===== src/rtl/rfs_pkg.sv =====
`timescale 1ns / 1ps
`default_nettype none
// ----------------------------------------------------------------------------
// rfs_pkg
// Shared constants, types and helper functions of the ring FIFO with search.
// ----------------------------------------------------------------------------
package rfs_pkg;

    localparam int DEPTH  = 1024;
    localparam int ADDR_W = $clog2(DEPTH);
    localparam int CNT_W  = $clog2(DEPTH + 1);

    localparam int OP_W   = 3;
    localparam int DATA_W = 32;
    localparam int CAP_W  = 11;
    localparam int FIDX_W = 11;
    localparam int COUNT_W = 11;

    localparam logic [OP_W-1:0] OP_ENQ    = 3'd0;
    localparam logic [OP_W-1:0] OP_DEQ    = 3'd1;
    localparam logic [OP_W-1:0] OP_PEEK   = 3'd2;
    localparam logic [OP_W-1:0] OP_CLEAR  = 3'd3;
    localparam logic [OP_W-1:0] OP_SEARCH = 3'd4;

    localparam logic [CAP_W-1:0] CAP_RESET = CAP_W'(1024);

    // Commands from the controller to the datapath
    typedef struct packed {
        logic load;       // capture a new request
        logic rd_head;    // read the head entry, start a walk
        logic srch_next;  // read the next entry of the walk
        logic srch_hit;   // record the current walk offset as the hit
        logic commit;     // update queue state and load the result register
    } t_cmd;

    // Status from the datapath to the controller
    typedef struct packed {
        logic [OP_W-1:0] op;
        logic            empty;
        logic            hit;
        logic            last;
    } t_sts;

    // Saturate the capacity register to the range 1..DEPTH
    function automatic logic [CNT_W-1:0] cap_sat(input logic [CAP_W-1:0] cap);
        logic [CNT_W-1:0] res;
        if (cap == '0) begin
            res = CNT_W'(1);
        end else if ({21'd0, cap} > 32'(DEPTH)) begin
            res = CNT_W'(DEPTH);
        end else begin
            res = CNT_W'(cap);
        end
        return res;
    endfunction

    // Advance a pointer, wrapping at the capacity in use
    function automatic logic [ADDR_W-1:0] ptr_adv(input logic [ADDR_W-1:0] p,
                                                  input logic [CNT_W-1:0]  cap);
        logic [CNT_W-1:0] n;
        n = CNT_W'(p) + CNT_W'(1);
        return (n >= cap) ? '0 : n[ADDR_W-1:0];
    endfunction

endpackage
`default_nettype wire


===== src/rtl/rfs_ctrl.sv =====
`timescale 1ns / 1ps
`default_nettype none
// ----------------------------------------------------------------------------
// rfs_ctrl
// Request sequencer: accepts a request, drives the memory read or search
// walk, and hands the result to the output register.
// ----------------------------------------------------------------------------
module rfs_ctrl
    import rfs_pkg::*;
(
    input  wire  i_clk,
    input  wire  i_rst_n,
    input  wire  i_in_valid,
    output logic o_in_ready,
    output logic o_out_valid,
    input  wire  i_out_ready,
    input  t_sts i_sts,
    output t_cmd o_cmd
);

    localparam logic [2:0] S_IDLE = 3'd0;
    localparam logic [2:0] S_OP   = 3'd1;
    localparam logic [2:0] S_RD   = 3'd2;
    localparam logic [2:0] S_SRCH = 3'd3;
    localparam logic [2:0] S_FIN  = 3'd4;

    logic [2:0] r_state, n_state;
    logic       r_out_valid, n_out_valid;
    logic       out_free;

    assign o_in_ready  = (r_state == S_IDLE);
    assign o_out_valid = r_out_valid;
    assign out_free    = !r_out_valid || i_out_ready;

    always_comb begin
        n_state = r_state;
        o_cmd   = '0;
        case (r_state)
            S_IDLE: begin
                if (i_in_valid) begin
                    o_cmd.load = 1'b1;
                    n_state    = S_OP;
                end
            end
            S_OP: begin
                if (i_sts.op == OP_SEARCH && !i_sts.empty) begin
                    o_cmd.rd_head = 1'b1;
                    n_state       = S_SRCH;
                end else if ((i_sts.op inside {OP_DEQ, OP_PEEK}) && !i_sts.empty) begin
                    o_cmd.rd_head = 1'b1;
                    n_state       = S_RD;
                end else begin
                    n_state = S_FIN;
                end
            end
            S_RD: begin
                n_state = S_FIN;
            end
            S_SRCH: begin
                if (i_sts.hit) begin
                    o_cmd.srch_hit = 1'b1;
                    n_state        = S_FIN;
                end else if (i_sts.last) begin
                    n_state = S_FIN;
                end else begin
                    o_cmd.srch_next = 1'b1;
                end
            end
            S_FIN: begin
                // hold until the result register is free
                if (out_free) begin
                    o_cmd.commit = 1'b1;
                    n_state      = S_IDLE;
                end
            end
            default: begin
                n_state = S_IDLE;
            end
        endcase
    end

    always_comb begin
        if (o_cmd.commit) begin
            n_out_valid = 1'b1;
        end else if (i_out_ready) begin
            n_out_valid = 1'b0;
        end else begin
            n_out_valid = r_out_valid;
        end
    end

    always_ff @(posedge i_clk) begin
        if (!i_rst_n) begin
            r_state     <= S_IDLE;
            r_out_valid <= 1'b0;
        end else begin
            r_state     <= n_state;
            r_out_valid <= n_out_valid;
        end
    end

`ifndef SYNTHESIS
    a_accept_to_op: assert property (@(posedge i_clk) disable iff (!i_rst_n)
        (i_in_valid && o_in_ready) |=> (r_state == S_OP))
        else $error("accepted request did not enter decode");

    a_no_overwrite: assert property (@(posedge i_clk) disable iff (!i_rst_n)
        o_cmd.commit |-> (!r_out_valid || i_out_ready))
        else $error("result overwritten before it was taken");

    a_read_then_fin: assert property (@(posedge i_clk) disable iff (!i_rst_n)
        (r_state == S_RD) |=> (r_state == S_FIN))
        else $error("read wait did not finish");

    a_commit_sets_valid: assert property (@(posedge i_clk) disable iff (!i_rst_n)
        o_cmd.commit |=> o_out_valid)
        else $error("commit did not present a result");
`endif

endmodule
`default_nettype wire


===== config.mk =====
export PLATFORM = sky130hd
export DESIGN_NAME = rfs_ctrl
export DESIGN_NICKNAME = d
export VERILOG_FILES = /design/src/rtl/rfs_pkg.sv /design/src/rtl/rfs_ctrl.sv
export SDC_FILE = /design/constraint.sdc
export NUM_CORES = 1
export LEC_CHECK = 0
export BUFFER_PORTS_ARGS = -buffer_cell sky130_fd_sc_hd__buf_2
export CAP_MARGIN = 10
export CORE_AREA = 2 2 39 41
export CTS_BUF_LIST = sky130_fd_sc_hd__clkbuf_2 sky130_fd_sc_hd__clkbuf_4 sky130_fd_sc_hd__clkbuf_8
export CTS_CLUSTER_SIZE = 40
export DETAILED_ROUTE_END_ITERATION = 7
export DIE_AREA = 0 0 41 43
export PLACE_DENSITY_LB_ADDON = 0.25
export RECOVER_POWER = 25
export SYNTH_ARGS = -nofsm -noshare
export SYNTH_HDL_FRONTEND = slang
export SYNTH_SLANG_ARGS = --single-unit

===== constraint.sdc =====
create_clock -name i_clk -period 1.5 [get_ports i_clk]
set_clock_uncertainty 0.2 [all_clocks]
set_input_delay 0.15 -clock i_clk [delete_from_list [all_inputs] [get_ports i_clk]]
set_output_delay 0.15 -clock i_clk [all_outputs]
set_load 0.05 [all_outputs]

Yosys cells after proc, flatten, opt, wreduce, memory -nomap -nowiden --
Index checks and enable logic that the tools add are counted.
Word-level totals: register bits 4
Operators by class: reductions and logical operators 9, equality and inequality tests 10, multiplexer cells 20
Operators by type and width (count):
- 3-bit two-way mux | 6
- 3-bit one-hot mux with 5 select lines | 1
- 1-bit two-way mux | 12
- 3-bit by 2-bit == test with 1-bit output, second input constant | 3
- 3-bit by 1-bit == test with 1-bit output, second input constant | 2
- 3-bit == test, second input constant | 2
- 2-bit inequality test, second input constant | 2
- 2-bit nonzero test | 2
- 3-bit zero test | 1
- 3-bit inequality test, second input constant | 1
- 3-bit AND reduction | 1
- 1-bit logical AND | 2
- 1-bit zero test | 2
- 2-bit two-way mux | 1
- 1-bit logical OR | 1

Depth between registers and ports, before layout --
depth in word-level cells 6, mapped depth 3, mapped depth without buffers 3

Worst setup path before layout --
Ideal clock, no wire load.
path type register to output, start point register r_state[0], end point output port o_cmd[4] (netlist name), path buffers 0, cell stages (with the launch flop) 3, required time 1150 ps, slack -1018 ps, data arrival time 2168 ps, path through dfxtp_1 nor3_1 and2_1
RTL lines:
- start: declaration | RTL line rfs_ctrl.sv:27 | logic [2:0] r_state, n_state;
- start signal: assignment | RTL line rfs_ctrl.sv:97 | r_state <= n_state;
- end: declaration | RTL line rfs_ctrl.sv:18 | output t_cmd o_cmd

==> metrics <==
largest cells by area after synthesis=dfxtp_1 25%, a211oi_1 7.1%, nand2b_1 5.9%, nor4b_1 5.5%, xor2_1 5.5%; DRT iter0 DRCs=5; # port buffers=16; antenna viol nets, final=0; Clock Power Share=0.243; Tmin final=approximately 1800 ps; IO Pins=17; detailed-placement wirelength estimate=639 um; most frequent cells in the layout=10 x buf_2, 5 x buf_8, 5 x buf_6, 5 x buf_4; initial antenna violation count=0; clock-pin slew on the worst setup and hold paths=40 ps; Seq/Total Area, Yosys=0.253; Worst-Margin Slew=between 300 and 400 ps; area grow syn2layout=97.6%; crit share post-route=1.18; vias in the first global route=approximately 330; cell taking the most area after synthesis=dfxtp_1; Net Switching=between 200 and 250 uW; total core area=between 1000 and 1500 um^2; cts bufs inserted=3; routed wire length=between 800 and 900 um; flops & latches, synth=4; largest net degree at the start of global routing=8; simple-gate portion of the synthesized area=0.411; setup slack after layout=-272 ps; Max Freq=around 0.56 GHz; Pint=approximately 350 uW; number of cell rows=14; drt first pass iters=3; outcome=finished with violations; Die Footprint=between 1500 and 2000 um^2; RSZ-0062 raised after global routing=true; first-pass GRT wire length=~1300 um; Sequential Area=83.8 um^2; Clock Sinks=4; Syn Area/Cell=approximately 8.3 um^2; Worst slew margin=0.785; leading cell type in the layout, fill and taps excluded=buf_2; post-synthesis mux area share=0; DR vias/cell=around 4.6; Synth Area in XOR/XNOR=0.0553; Data required, critical path=~1200 ps; leakage power=~0.00027 uW; area of the multi-input gates=between 200 and 300 um^2; Peak VDD IR=~0.00048 V; worst-skew pair later-pin latency=about 240 ps; Setup Viol. Count Final=8; Design Area, Final=~630 um^2; Slew Viols, Final=0; Yosys Warn Count=0; Wirelength per Cell=between 10 and 15 um; Compound-Gate Fraction of Synth Area=0.221; endpoints failing hold=0; failing checks=negative setup slack; sequential power share=0.234; share of cells above drive strength 1=0.621; Die Y=roughly 43 um; Mapped Area=approximately 320 um^2; Min-Delay Path Class=in -> reg; Crit Path Class=reg -> out; CP endpoint kind=primary output; H-tree lvl count=1; hold_ws=~20 ps; Adder-Cell Fraction of Synth Area=0; maximum clock path buffer count=2; final RePlAce weighted congestion=0.778; setup_tns=-1290 ps; post-synth top area share=0.253; max cap viols=0; diode count=0; vias=between 300 and 400; CP max FO=3; initial core utilization=0.229; Cells after Synth=38; Cell Pwr Density=between 800 and 900 nW/um^2; CTS root buffer=clkbuf_4; CTS tree=yes; Switching Fraction=0.371; Netlist cell types=23; fin util=0.452; Comb pwr share=0.523; DRC violations left=0; Fill cells=~140; GR Overflow Total=0; largest family of logic cells by synthesized area=simple AND/OR/NAND/NOR gates; Area after DPL=between 400 and 500 um^2; Power, Total=558 uW; CP Launch Type=flip-flop; crit path DAT=approximately 1400 ps; global-route usage over all layers=0.109; Die X=slightly above 40 um; Mapped Nets=48; Final Net Count=just under 80
==> final cells by class <==
class | count | area share
Tap cell | 16 | 0.0320
Clock buffer | 3 | 0.0360
Inverter | 3 | 0.0240
Sequential cell | 4 | 0.134
Timing Repair Buffer | 26 | 0.366
Multi-Input combinational cell | 30 | 0.408
==> stage by stage <==
stage	setup WS, ps	instances
after floorplan	-68.0	38
after global placement	-103	77
after detailed placement	-107	77
after CTS	-272	81
after global routing	-315	82
final	-272	82
==> synthesized netlist by cell type <==
library cell  instances
nand3b_1              1
inv_1                 3
and2_1                1
nand2_1               1
o21ai_0               1
and3_1                1
nor3b_1               1
xor2_1                2
o2111a_1              1
and4b_1               1
a211oi_1              3
nor2_1                2
dfxtp_1               4
nor3_1                1
nor4b_1               2
a21oi_1               3
o221ai_1              1
nand2b_1              3
nand2b_4              1
buf_4                 1
or4b_4                1
o211ai_1              1
or2_1                 2
==> critical path, cell delays in order, from the launching register on <==
cell	delay, ps
dfxtp_2	320
nand2b_4	130
or4b_4	500
clkinvlp_4	90
buf_8	130
==> flip-flops by register name, indices dropped and copies added, names as in the netlist <==
| signal | flops |
|---|---|
| o_out_valid | 1 |
| r_state | 3 |
==> repair_timing <==
action,in CTS,in global routing
gates resized for setup,19,7
endpoints found under the hold margin,2,0
hold buffers,1,0
setup endpoints to repair,9,9
setup buffers,0,1
pin swaps,3,2
==> power groups by stage <==
stage	Sequential, uW	Combinational (uW)	Clock [uW]
floorplan	150	140	0
global placement	132	232	0
detailed placement	132	232	0
CTS	130	287	141
global route	133	308	148
finish	131	291	135
==> per-layer routing <==
layer / global-route usage / routed length, um / vias to the layer above / part of all wire
met1: 0.141 / 391 / 172 / 0.44
met2: 0.147 / 453 / 9 / 0.51
met4: 0.0800 / 0 / 0 / 0
li1: - / - / 200 / -
met5: 0 / 0 / - / 0
met3: 0.0314 / 34 / 0 / 0.039
==> kinds of logic (layout without fill, tap and decap cells) <==
family,after synthesis,count (layout)
and+or+nand+nor,18,18
AOI/OAI and AO/OA,10,10
DFF,4,4
buffers and inverters,4,32
xor gates and xnor gates,2,2
==> path summary, 6_finish.rpt <==
| path | from | end | slack (ps) | depth (start not counted) |
|---|---|---|---|---|
| worst min register to register | o_out_valid | o_out_valid | 310 | 2 |
| worst max-delay path | r_state[2] | o_cmd[2] | -270 | 4 |
| worst min-delay path | i_out_ready | o_out_valid | 20 | 3 |
| worst max register to register | r_state[2] | r_state[0] | -190 | 5 |
Note: power is estimated with default switching activity, not from simulation.
